$ cat src/rtl/core/ktsv_pkg.sv
package ktsv_pkg;

  localparam int MAX_BYTES  = 32;
  localparam int VEC_W      = 8 * MAX_BYTES;
  localparam int ROT_LEFT   = 3;
  localparam int KEY_OFFSET = 5;

  localparam logic [2:0] REG_KEY_WORD0 = 3'd0;
  localparam logic [2:0] REG_KEY_WORD1 = 3'd1;
  localparam logic [2:0] REG_KEY_WORD2 = 3'd2;
  localparam logic [2:0] REG_KEY_WORD3 = 3'd3;
  localparam logic [2:0] REG_AUTH_MODE = 3'd4;

  localparam logic [1:0] AUTH_STRICT     = 2'd0;
  localparam logic [1:0] AUTH_PERMISSIVE = 2'd1;
  localparam logic [1:0] AUTH_DISABLED   = 2'd2;

  localparam logic OP_SIGN   = 1'b0;
  localparam logic OP_VERIFY = 1'b1;

  typedef struct packed {
    logic        operation;
    logic [7:0]  data_byte;
    logic        byte_present;
    logic        last_byte;
    logic [63:0] expected_word0;
    logic [63:0] expected_word1;
    logic [63:0] expected_word2;
    logic [63:0] expected_word3;
  } item_t;

  typedef struct packed {
    logic [63:0] tag_word0;
    logic [63:0] tag_word1;
    logic [63:0] tag_word2;
    logic [63:0] tag_word3;
    logic        verified;
    logic        status;
    logic [31:0] signed_total;
    logic [31:0] verified_ok_total;
    logic [31:0] verified_fail_total;
    logic [31:0] skipped_total;
    logic [31:0] allowed_fail_total;
  } result_t;

  // message tag before the final pass, handed from front to back
  typedef struct packed {
    logic             operation;
    logic [VEC_W-1:0] tag_vec;
    logic [VEC_W-1:0] expected_vec;
  } job_t;

  function automatic logic [7:0] rotl3(input logic [7:0] v);
    rotl3 = {v[7-ROT_LEFT:0], v[7:8-ROT_LEFT]};
  endfunction

endpackage

$ cat src/rtl/core/ktsv_front.sv
module ktsv_front #(
  parameter int KEY_BYTES = 32,
  parameter int TAG_BYTES = 32
) (
  input  logic                     clk,
  input  logic                     rst,
  input  logic                     item_valid,
  output logic                     item_stall,
  input  ktsv_pkg::item_t          item,
  input  logic [ktsv_pkg::VEC_W-1:0] key_vec,
  output logic                     push,
  output ktsv_pkg::job_t           push_job,
  input  logic                     queue_full
);

  localparam int TPW = $clog2(TAG_BYTES);
  localparam int KPW = $clog2(KEY_BYTES);
  localparam logic [KPW-1:0] KEY_START = KPW'(ktsv_pkg::KEY_OFFSET % KEY_BYTES);

  logic [7:0]     tag [TAG_BYTES];
  logic [7:0]     base [TAG_BYTES];
  logic [7:0]     tag_next [TAG_BYTES];
  logic           in_message;
  logic [TPW-1:0] tag_position;
  logic [KPW-1:0] key_position;
  logic [TPW-1:0] cur_p;
  logic [KPW-1:0] cur_k;
  logic [TPW-1:0] tag_position_next;
  logic [KPW-1:0] key_position_next;
  logic [7:0]     upd;
  logic           accept;

  assign item_stall = queue_full;
  assign accept     = item_valid && !item_stall;

  always_comb begin
    cur_p = in_message ? tag_position : '0;
    cur_k = in_message ? key_position : KEY_START;
    for (int j = 0; j < TAG_BYTES; j++) begin
      base[j] = in_message ? tag[j] : key_vec[8*(j % KEY_BYTES) +: 8];
    end
    upd = ktsv_pkg::rotl3(base[cur_p] + item.data_byte) ^ key_vec[{cur_k, 3'b000} +: 8];
    for (int j = 0; j < TAG_BYTES; j++) begin
      tag_next[j] = (item.byte_present && cur_p == TPW'(j)) ? upd : base[j];
    end
    if (item.byte_present) begin
      tag_position_next = (cur_p == TPW'(TAG_BYTES - 1)) ? '0 : cur_p + 1'b1;
      key_position_next = (cur_k == KPW'(KEY_BYTES - 1)) ? '0 : cur_k + 1'b1;
    end else begin
      tag_position_next = cur_p;
      key_position_next = cur_k;
    end
  end

  always_comb begin
    push_job           = '0;
    push_job.operation = item.operation;
    push_job.expected_vec = {item.expected_word3, item.expected_word2,
                             item.expected_word1, item.expected_word0};
    for (int j = 0; j < TAG_BYTES; j++) begin
      push_job.tag_vec[8*j +: 8] = tag_next[j];
    end
  end

  assign push = accept && item.last_byte;

  always_ff @(posedge clk) begin
    if (rst) begin
      in_message   <= 1'b0;
      tag_position <= '0;
      key_position <= KEY_START;
    end else if (accept) begin
      in_message   <= !item.last_byte;
      tag_position <= tag_position_next;
      key_position <= key_position_next;
    end
  end

  always_ff @(posedge clk) begin
    if (accept) begin
      for (int j = 0; j < TAG_BYTES; j++) begin
        tag[j] <= tag_next[j];
      end
    end
  end

endmodule

$ cat src/rtl/core/ktsv_queue.sv
module ktsv_queue (
  input  logic           clk,
  input  logic           rst,
  input  logic           push,
  input  ktsv_pkg::job_t push_job,
  output logic           full,
  input  logic           pop,
  output logic           head_valid,
  output ktsv_pkg::job_t head_job
);

  ktsv_pkg::job_t slot [2];
  logic           wr_ptr;
  logic           rd_ptr;
  logic [1:0]     count;

  assign full       = (count == 2'd2);
  assign head_valid = (count != 2'd0);
  assign head_job   = slot[rd_ptr];

  always_ff @(posedge clk) begin
    if (rst) begin
      wr_ptr <= 1'b0;
      rd_ptr <= 1'b0;
      count  <= 2'd0;
    end else begin
      if (push) begin
        wr_ptr <= !wr_ptr;
      end
      if (pop) begin
        rd_ptr <= !rd_ptr;
      end
      if (push && !pop) begin
        count <= count + 2'd1;
      end else if (pop && !push) begin
        count <= count - 2'd1;
      end
    end
  end

  always_ff @(posedge clk) begin
    if (push) begin
      slot[wr_ptr] <= push_job;
    end
  end

endmodule

$ cat src/rtl/core/ktsv_back.sv
module ktsv_back #(
  parameter int KEY_BYTES = 32,
  parameter int TAG_BYTES = 32
) (
  input  logic                       clk,
  input  logic                       rst,
  input  logic                       head_valid,
  input  ktsv_pkg::job_t             head_job,
  output logic                       pop,
  input  logic [ktsv_pkg::VEC_W-1:0] key_vec,
  input  logic [1:0]                 auth_mode,
  output logic                       result_valid,
  input  logic                       result_stall,
  output ktsv_pkg::result_t          result
);

  localparam int VW = ktsv_pkg::VEC_W;

  logic [VW-1:0] fin_vec;
  logic [VW-1:0] cmp_mask;
  logic [7:0]    fin0;
  logic          match;
  logic          verified;
  logic          status;
  logic [31:0]   count_signed;
  logic [31:0]   count_verified_ok;
  logic [31:0]   count_verified_fail;
  logic [31:0]   count_skipped;
  logic [31:0]   count_allowed_fail;
  logic [31:0]   count_signed_next;
  logic [31:0]   count_verified_ok_next;
  logic [31:0]   count_verified_fail_next;
  logic [31:0]   count_skipped_next;
  logic [31:0]   count_allowed_fail_next;

  assign pop = head_valid && (!result_valid || !result_stall);

  // final pass; the last byte folds in the freshly updated byte 0
  always_comb begin
    fin_vec  = '0;
    cmp_mask = '0;
    fin0 = (head_job.tag_vec[7:0] + head_job.tag_vec[15:8]) ^ key_vec[7:0];
    for (int j = 0; j < TAG_BYTES - 1; j++) begin
      fin_vec[8*j +: 8] = (head_job.tag_vec[8*j +: 8] + head_job.tag_vec[8*(j+1) +: 8])
                          ^ key_vec[8*(j % KEY_BYTES) +: 8];
    end
    fin_vec[8*(TAG_BYTES-1) +: 8] = (head_job.tag_vec[8*(TAG_BYTES-1) +: 8] + fin0)
                                    ^ key_vec[8*((TAG_BYTES-1) % KEY_BYTES) +: 8];
    for (int j = 0; j < TAG_BYTES; j++) begin
      cmp_mask[8*j +: 8] = 8'hFF;
    end
    match = (((fin_vec ^ head_job.expected_vec) & cmp_mask) == '0);
  end

  always_comb begin
    verified                 = 1'b0;
    status                   = 1'b0;
    count_signed_next        = count_signed;
    count_verified_ok_next   = count_verified_ok;
    count_verified_fail_next = count_verified_fail;
    count_skipped_next       = count_skipped;
    count_allowed_fail_next  = count_allowed_fail;
    if (head_job.operation == ktsv_pkg::OP_SIGN) begin
      count_signed_next = count_signed + 32'd1;
    end else if (auth_mode == ktsv_pkg::AUTH_DISABLED) begin
      count_skipped_next = count_skipped + 32'd1;
    end else if (match) begin
      verified               = 1'b1;
      count_verified_ok_next = count_verified_ok + 32'd1;
    end else begin
      count_verified_fail_next = count_verified_fail + 32'd1;
      if (auth_mode == ktsv_pkg::AUTH_STRICT) begin
        status = 1'b1;
      end else begin
        count_allowed_fail_next = count_allowed_fail + 32'd1;
      end
    end
  end

  always_ff @(posedge clk) begin
    if (rst) begin
      result_valid        <= 1'b0;
      count_signed        <= '0;
      count_verified_ok   <= '0;
      count_verified_fail <= '0;
      count_skipped       <= '0;
      count_allowed_fail  <= '0;
    end else begin
      if (pop) begin
        result_valid        <= 1'b1;
        count_signed        <= count_signed_next;
        count_verified_ok   <= count_verified_ok_next;
        count_verified_fail <= count_verified_fail_next;
        count_skipped       <= count_skipped_next;
        count_allowed_fail  <= count_allowed_fail_next;
      end else if (!result_stall) begin
        result_valid <= 1'b0;
      end
    end
  end

  always_ff @(posedge clk) begin
    if (pop) begin
      result.tag_word0           <= fin_vec[63:0];
      result.tag_word1           <= fin_vec[127:64];
      result.tag_word2           <= fin_vec[191:128];
      result.tag_word3           <= fin_vec[255:192];
      result.verified            <= verified;
      result.status              <= status;
      result.signed_total        <= count_signed_next;
      result.verified_ok_total   <= count_verified_ok_next;
      result.verified_fail_total <= count_verified_fail_next;
      result.skipped_total       <= count_skipped_next;
      result.allowed_fail_total  <= count_allowed_fail_next;
    end
  end

endmodule

$ cat src/rtl/core/keyed_tag_sign_verify.sv
// channel   signals                                      word
// item      item_valid, item_stall, item                 one message byte / end mark
// result    result_valid, result_stall, result           tag, verdict, counters
// config    cfg_valid, cfg_ready, cfg_index, cfg_data    one register write
//
// One item per cycle while item_stall is low; the front folds at most one byte into the tag store per item.
// A last word passes through the two-entry queue to the back, which finalises it into the result register.
// rst is synchronous; the tag is reloaded from the key at each message start.
// item_stall rises only while the queue is full; result_stall holds the result register.
module keyed_tag_sign_verify #(
  parameter int KEY_BYTES = 32,
  parameter int TAG_BYTES = 32
) (
  input  logic              clk,
  input  logic              rst,
  input  logic              item_valid,
  output logic              item_stall,
  input  ktsv_pkg::item_t   item,
  output logic              result_valid,
  input  logic              result_stall,
  output ktsv_pkg::result_t result,
  input  logic              cfg_valid,
  output logic              cfg_ready,
  input  logic [2:0]        cfg_index,
  input  logic [63:0]       cfg_data
);

  logic [63:0]                 key_word [4];
  logic [1:0]                  auth_mode;
  logic [ktsv_pkg::VEC_W-1:0]  key_vec;
  logic                        push;
  ktsv_pkg::job_t              push_job;
  logic                        queue_full;
  logic                        pop;
  logic                        head_valid;
  ktsv_pkg::job_t              head_job;

  assign cfg_ready = 1'b1;
  assign key_vec   = {key_word[3], key_word[2], key_word[1], key_word[0]};

  always_ff @(posedge clk) begin
    if (rst) begin
      for (int w = 0; w < 4; w++) begin
        key_word[w] <= '0;
      end
      auth_mode <= ktsv_pkg::AUTH_STRICT;
    end else if (cfg_valid && cfg_ready) begin
      case (cfg_index)
        ktsv_pkg::REG_KEY_WORD0: key_word[0] <= cfg_data;
        ktsv_pkg::REG_KEY_WORD1: key_word[1] <= cfg_data;
        ktsv_pkg::REG_KEY_WORD2: key_word[2] <= cfg_data;
        ktsv_pkg::REG_KEY_WORD3: key_word[3] <= cfg_data;
        ktsv_pkg::REG_AUTH_MODE: auth_mode   <= cfg_data[1:0];
        default: ;
      endcase
    end
  end

  ktsv_front #(
    .KEY_BYTES(KEY_BYTES),
    .TAG_BYTES(TAG_BYTES)
  ) u_front (
    .clk       (clk),
    .rst       (rst),
    .item_valid(item_valid),
    .item_stall(item_stall),
    .item      (item),
    .key_vec   (key_vec),
    .push      (push),
    .push_job  (push_job),
    .queue_full(queue_full)
  );

  ktsv_queue u_queue (
    .clk       (clk),
    .rst       (rst),
    .push      (push),
    .push_job  (push_job),
    .full      (queue_full),
    .pop       (pop),
    .head_valid(head_valid),
    .head_job  (head_job)
  );

  ktsv_back #(
    .KEY_BYTES(KEY_BYTES),
    .TAG_BYTES(TAG_BYTES)
  ) u_back (
    .clk         (clk),
    .rst         (rst),
    .head_valid  (head_valid),
    .head_job    (head_job),
    .pop         (pop),
    .key_vec     (key_vec),
    .auth_mode   (auth_mode),
    .result_valid(result_valid),
    .result_stall(result_stall),
    .result      (result)
  );

endmodule

$ cat config.mk
export PLATFORM = sky130hd
export DESIGN_NAME = keyed_tag_sign_verify
export DESIGN_NICKNAME = d
export VERILOG_FILES = /design/src/rtl/core/ktsv_pkg.sv /design/src/rtl/core/ktsv_front.sv /design/src/rtl/core/ktsv_queue.sv /design/src/rtl/core/ktsv_back.sv /design/src/rtl/core/keyed_tag_sign_verify.sv
export SDC_FILE = /design/constraint.sdc
export NUM_CORES = 2
export LEC_CHECK = 0
export BUFFER_PORTS_ARGS = -buffer_cell sky130_fd_sc_hd__buf_2
export CAP_MARGIN = 20
export CORE_AREA = 8 8 638 326
export CTS_CLUSTER_DIAMETER = 150
export DETAILED_ROUTE_END_ITERATION = 8
export DIE_AREA = 0 0 646 334
export MAX_ROUTING_LAYER = met4
export PLACE_DENSITY = 0.73
export RECOVER_POWER = 50
export REMOVE_ABC_BUFFERS = 1
export SKIP_CTS_REPAIR_TIMING = 1
export SLEW_MARGIN = 10
export SYNTH_ARGS = -nofsm -noshare
export SYNTH_HDL_FRONTEND = slang
export SYNTH_HIERARCHICAL = 1
export SYNTH_SLANG_ARGS = --single-unit
$ cat constraint.sdc
create_clock -name clk -period 27.3 [get_ports clk]
set_input_delay 2.73 -clock clk [delete_from_list [all_inputs] [get_ports clk]]
set_output_delay 2.73 -clock clk [all_outputs]
set_load 0.02 [all_outputs]
# --- Yosys cells after proc, flatten, opt, wreduce, memory -nomap -nowiden ---
# Memory sizes are Yosys's and may differ from the RTL's. A register that Yosys moved wholly into a read port is not among the register bits.
# Cells that the tools add are included.
op_classes:
  add_sub_neg: 42
  n_lt_le_gt_ge: 1
  eq_ne: 39
  shifts: 1
  n_mux: 120
  n_bitwise: 40
  n_reduce_logical: 55
op_table:
  columns: ["operator", "n"]
  rows:
  - ["$mux 8", 66]
  - ["$mux 32", 13]
  - ["$add 8x8->8", 33]
  - ["$xor 8x8->8", 33]
  - ["$logic_not 256->1", 1]
  - ["$mux 64", 4]
  - ["$shiftx 256x9->8", 1]
  - ["$xor 256x256->256", 1]
  - ["$add 32x1->32 const B", 5]
  - ["$eq 5x5->1 const B", 17]
  - ["$bmux 8 s5", 1]
  - ["$eq 5x4->1 const B", 8]
  - ["$logic_and 1x1->1", 37]
  - ["$mux 5", 6]
  - ["$mux 1", 28]
  - ["$eq 5x3->1 const B", 4]
  - ["$add 5x1->5 const B", 2]
  - ["$eq 5x2->1 const B", 2]
  - ["$logic_not 1->1", 8]
  - ["$eq 3x2->1 const B", 2]
  - ["$ge 6x6->1 const B", 1]
  - ["$not 5->6", 1]
  - ["$eq 5x1->1 const B", 1]
  - ["$logic_not 5->1", 1]
  - ["16 further kinds", 22]
word_totals:
  regBits: 596
  ramBits: 1538
  input_bits: 339
  elab_cells: 325
  memories: 3
memory_table:
  columns: ["memory", "words", "width", "rd", "rd_clocked_by_memory_dff", "wr", "line_no", "source"]
  rows:
  - ["u_queue.slot", 2, 513, 1, 1, 1, "ktsv_queue.sv:12", "ktsv_pkg::job_t slot [2];"]
  - ["key_word", 4, 64, 4, 0, 4, "keyed_tag_sign_verify.sv:28", "logic [63:0] key_word [4];"]
  - ["u_front.tag", 32, 8, 32, 0, 32, "ktsv_front.sv:20", "logic [7:0] tag [TAG_BYTES];"]

# --- Logic depth before layout (Yosys ltp) ---
depth:
  ltp_word: 9
  ltp_mapped: 24

# --- Cells and area by module ---
# The synthesis kept the hierarchy.
by_module_without_submodules:
  columns: ["mod", "n_inst", "cells_per_inst", "area_per_inst_um2", "seq_area_each_um2"]
  rows:
  - ["ktsv_back", 1, 3694, 39127.5, 15775.1]
  - ["ktsv_queue", 1, 1618, 37410.9, 30909.6]
  - ["ktsv_front", 1, 2060, 20907.6, 7907.6]
  - ["keyed_tag_sign_verify", 1, 654, 11036.8, 7727.4]

# --- Worst setup path before layout ---
# OpenSTA, ideal clock, no wires.
synth_path:
  path_kind: "input -> register"
  startpoint: "input port item_valid"
  endpoint: "memory u_queue/slot[0][0] in the netlist's numbering, enable pin"
  arrival_time_ns: 28.534
  path_slack_ns: -2.697
  cell_stages: 4
  cell_sequence: "nand2b_1 inv_2 and2_1 nor2b_1"
synth_via:
  elab_chain_len: 4
synth_lines:
  columns: ["item", "line_no", "source"]
  rows:
  - ["start: declaration", "keyed_tag_sign_verify.sv:16", "input logic item_valid,"]
  - ["$logic_and 1x1->1", "ktsv_front.sv:34", "assign accept = item_valid && !item_stall;"]
  - ["via u_front.accept", "ktsv_front.sv:31", "logic accept;"]
  - ["$logic_and 1x1->1", "ktsv_front.sv:65", "assign push = accept && item.last_byte;"]
  - ["via push", "keyed_tag_sign_verify.sv:31", "logic push;"]
  - ["$mux 1", "ktsv_queue.sv:42", "if (push) begin"]
  - ["$mux 1 (implied by the code)", "ktsv_queue.sv:43", "slot[wr_ptr] <= push_job;"]
  - ["end: declaration", "ktsv_queue.sv:12", null]
# The timed path passes the listed nets, and every way through them passes these cells.

==> flow_metrics.env <==
export IMPL_peakVddDrop_uv=94.5
export IMPL_path_cells="clkbuf_1 > mux2_1 > fa_1 > xnor2_1 > inv_1 > ha_1 > a21o_1 > a21oi_1 > xnor3_1 > nand2_1 > nor4b_1 > nand4b_1 > nor4_1 > nor3b_1 > nor4b_4 > buf_4 > buf_4 > or4_1 > a21oi_1"
export IMPL_timing_critical_path_buf_inv=4
export IMPL_required_ns=27.75
export IMPL_grt_first_pass_wirelength_um=564000
export IMPL_drive_gt1_frac=0.169
export IMPL_globalplace_congestion=1.07
export IMPL_nNetsFinal=9127
export IMPL_critPathKind="reg -> reg"
export IMPL_startpoint_type="flop"
export IMPL_p_leak_nw=41.1
export IMPL_pwr_density_cell_nw_per_um2=126
export IMPL_yosys_register_bits=2135
export IMPL_multi_input_area_um2=40900
export IMPL_cts_root_buf="clkbuf_16"
export IMPL_cp_endpoint="u_back/count_verified_fail[28]"
export IMPL_setup_slack_ns=10.29
export IMPL_area_delta_synth_final_pct=8.88
export IMPL_fin_area_um2=118000
export IMPL_yosysWarnings=6
export IMPL_drtAntennaViolNets=0
export IMPL_tightest_slew_ns=9.52
export IMPL_die_area_um2=216000
export IMPL_synth_edf_count=1956
export IMPL_achievable_frequency_ghz=0.0588
export IMPL_io_pins=760
export IMPL_synth_top_area_frac=0.541
export IMPL_num_rows=116
export IMPL_cp_end_kind="flop"
export IMPL_cts_max_path_buffers=4
export IMPL_track_usage=0.386
export IMPL_route_detailed_drc=0
export IMPL_grt_max_degree=156
export IMPL_rsz0062_at_grt="false"
export IMPL_clk_pin_slew_ns=0.07
export IMPL_synth_ff_type="edfxtp_1"
export IMPL_portBuffers=758
export IMPL_cts_made_buffers=197
export IMPL_cts_tree="yes"
export IMPL_maxCapViolCount=33
export IMPL_routedWlPerCell_um=37.2
export IMPL_seqCellArea_um2=62300
export IMPL_cpPeakStageDelay_ns=6.20
export IMPL_nFillCells=16000
export IMPL_r2r_setup_slack_ns=10.29
export IMPL_crit_path_max_fanout=134
export IMPL_seq_area_frac_synth=0.574
export IMPL_comb_power_share=0.484
export IMPL_place_ws_ns=17.87
export IMPL_cp_depth=19
export IMPL_grt_pass1_vias=69600
export IMPL_status="finished, violations left"
export IMPL_setup_violations=0
export IMPL_die_x_um=646
export IMPL_worst_skew_pair_late_latency_ns=0.89
export IMPL_cts_sinks=2135
export IMPL_swShare=0.447
export IMPL_min_period_ns=17.01
export IMPL_finalSetupTns_ns=0
export IMPL_hold_violations=0
export IMPL_syn_inst=8026
export IMPL_skew_ns=0.0551
export IMPL_violations="max-capacitance violations, max-slew violations"
export IMPL_r2r_end="u_back/count_verified_fail[28]"
export IMPL_power_frac_seq=0.322
export IMPL_mostFrequentLayoutCell="edfxtp_1"
export IMPL_htree_num_levels=4
export IMPL_p_int_mw=8.21
export IMPL_ys_types=110
export IMPL_final_cell_mix="1956 x edfxtp_1, 631 x clkbuf_1, 519 x mux2_2"
export IMPL_overflow=0
export IMPL_pwr_share_clk=0.194
export IMPL_synthArstFlopShare=0
export IMPL_worstPathArrival_ns=17.47
export IMPL_start_util=0.546
export IMPL_place_area_um2=113000
export IMPL_avgSynthCellArea_um2=13.5
export IMPL_place_hpwl_um=318000
export IMPL_synth_area_top_cells="edfxtp_1 54%, mux2_2 6.5%, xnor2_1 3.9%, xor2_1 3.3%, dfxtp_1 3.3%"
export IMPL_coreArea_um2=199000
export IMPL_rr_worst_depth=19
export IMPL_dr_first_iter_drc_count=12700
export IMPL_period_share=0.623
export IMPL_switchingPower_mw=6.64
export IMPL_fin_util=0.595
export IMPL_synth_top_cell_by_area="edfxtp_1"
export IMPL_hold_class="reg -> reg"
export IMPL_cp_top_family="buffers and inverters"
export IMPL_vias=75800
export IMPL_die_y_um=334
export IMPL_via_per_inst=6.67
export IMPL_grt_antenna_before_repair=54
export IMPL_slew_headroom=-5.34
export IMPL_maxSlewViolCount=2189
export IMPL_crit_slowest_cell="clkbuf_1"
export IMPL_drtPass1Iterations=7
export IMPL_routed_wl_um=423000
export IMPL_holdWs_ns=0.492
export IMPL_synth_area_um2=108000
[routing by layer]
metal	vias to the layer above	share of wire	GRT usage
li1	31000	-	-
met1	38200	0.41	0.548
met2	5960	0.38	0.472
met3	710	0.18	0.205
met4	0	0.032	0.0998
met5	-	0	-
[cell usage after synthesis, types with 85 or more instances]
cell / n
buf_6: 85
nor3_2: 240
mux2_2: 628
a211oi_1: 199
nand2_1: 332
ha_1: 243
edfxtp_1: 1956
xnor2_1: 484
inv_1: 150
a21oi_1: 419
clkbuf_1: 165
xor2_1: 414
nand3_1: 164
buf_2: 99
mux4_2: 91
nor2_1: 320
buf_4: 270
dfxtp_1: 179
o21ai_0: 153
nor2b_1: 210
nor3_1: 111
[area by class of cell]
type / count / area share
antenna: 53 / 0.00112
clock buffer: 236 / 0.0437
clock inverter: 117 / 0.0110
inverter: 154 / 0.00492
multi-input combinational: 5094 / 0.346
sequential: 2135 / 0.528
tap: 2655 / 0.0281
timing repair buffer: 930 / 0.0370
[through the flow]
| stage | power, mW | instances |
|---|---|---|
| 2_1_floorplan | 8.86 | 7383 |
| 3_3_place_gp | 11.5 | 11000 |
| 3_5_place_dp | 11.6 | 11000 |
| 4_1_cts | 14.4 | 11300 |
| 5_1_grt | 15.1 | 11400 |
| 6_report | 14.8 | 11400 |
[cell families (layout without fill, tap and decap cells)]
group	count (synthesis)	count (layout)	synth area share
flip-flops	2135	2135	0.574
buffers and inverters	797	1437	0.0442
AO/OA/AOI/OAI	1248	1248	0.0745
multiplexers	785	785	0.0904
other	1	54	0.0000346
XOR/XNOR	955	955	0.0842
AND/OR/NAND/NOR	1829	1829	0.0982
adder cells (fa/ha/maj)	276	276	0.0341
[registers in the layout, summed over array words and instances, names as in the netlist, 2 cells and up, named ones only]
signal	cells
u_front/key_position	5
u_front/tag_position	5
u_back/count_verified_ok	32
u_queue/slot	1026
key_word	256
u_queue/count	2
u_back/count_skipped	32
u_back/count_verified_fail	32
u_front/tag	256
u_back/count_signed	32
u_back/count_allowed_fail	32
auth_mode	2
u_back/result	418
[power groups by stage]
stage	Combinational [mW]	Clock, mW	Sequential, mW
6_report	7.18	2.88	4.79
4_1_cts	6.84	2.89	4.70
5_1_grt	7.23	3.01	4.82
3_3_place_gp	6.73	0	4.75
2_1_floorplan	3.50	0	5.35
3_5_place_dp	6.79	0	4.76
[worst min-delay path by stage]
stage | start | to | slack (ns) | cells after the start
2_1_floorplan | u_back/count_verified_fail[8] | u_back/count_verified_fail[8] | 0.45 | 2
3_3_place_gp | u_back/count_verified_fail[8] | u_back/count_verified_fail[8] | 0.46 | 2
3_5_place_dp | u_back/count_verified_fail[8] | u_back/count_verified_fail[8] | 0.48 | 2
4_1_cts | u_back/count_verified_fail[8] | u_back/count_verified_fail[8] | 0.49 | 2
5_1_grt | u_back/count_verified_fail[31] | u_back/count_verified_fail[31] | 0.53 | 2
6_report | u_back/count_verified_fail[8] | u_back/count_verified_fail[8] | 0.49 | 2
[worst reg2reg max path, cell delays in order, from the launching register on]
cell      delay (ns)
dfxtp_1         1.78
clkbuf_1        6.23
mux2_1          0.93
fa_1            0.48
xnor2_1         0.96
inv_1           0.22
ha_1            0.34
a21o_1          0.21
a21oi_1         0.60
xnor3_1         0.45
nand2_1         0.08
nor4b_1         0.29
nand4b_1        0.14
nor4_1          0.61
nor3b_1         0.76
nor4b_4         0.38
buf_4           0.83
buf_4           0.91
or4_1           0.33
a21oi_1         0.07
Power figures use the tool's default switching activity.
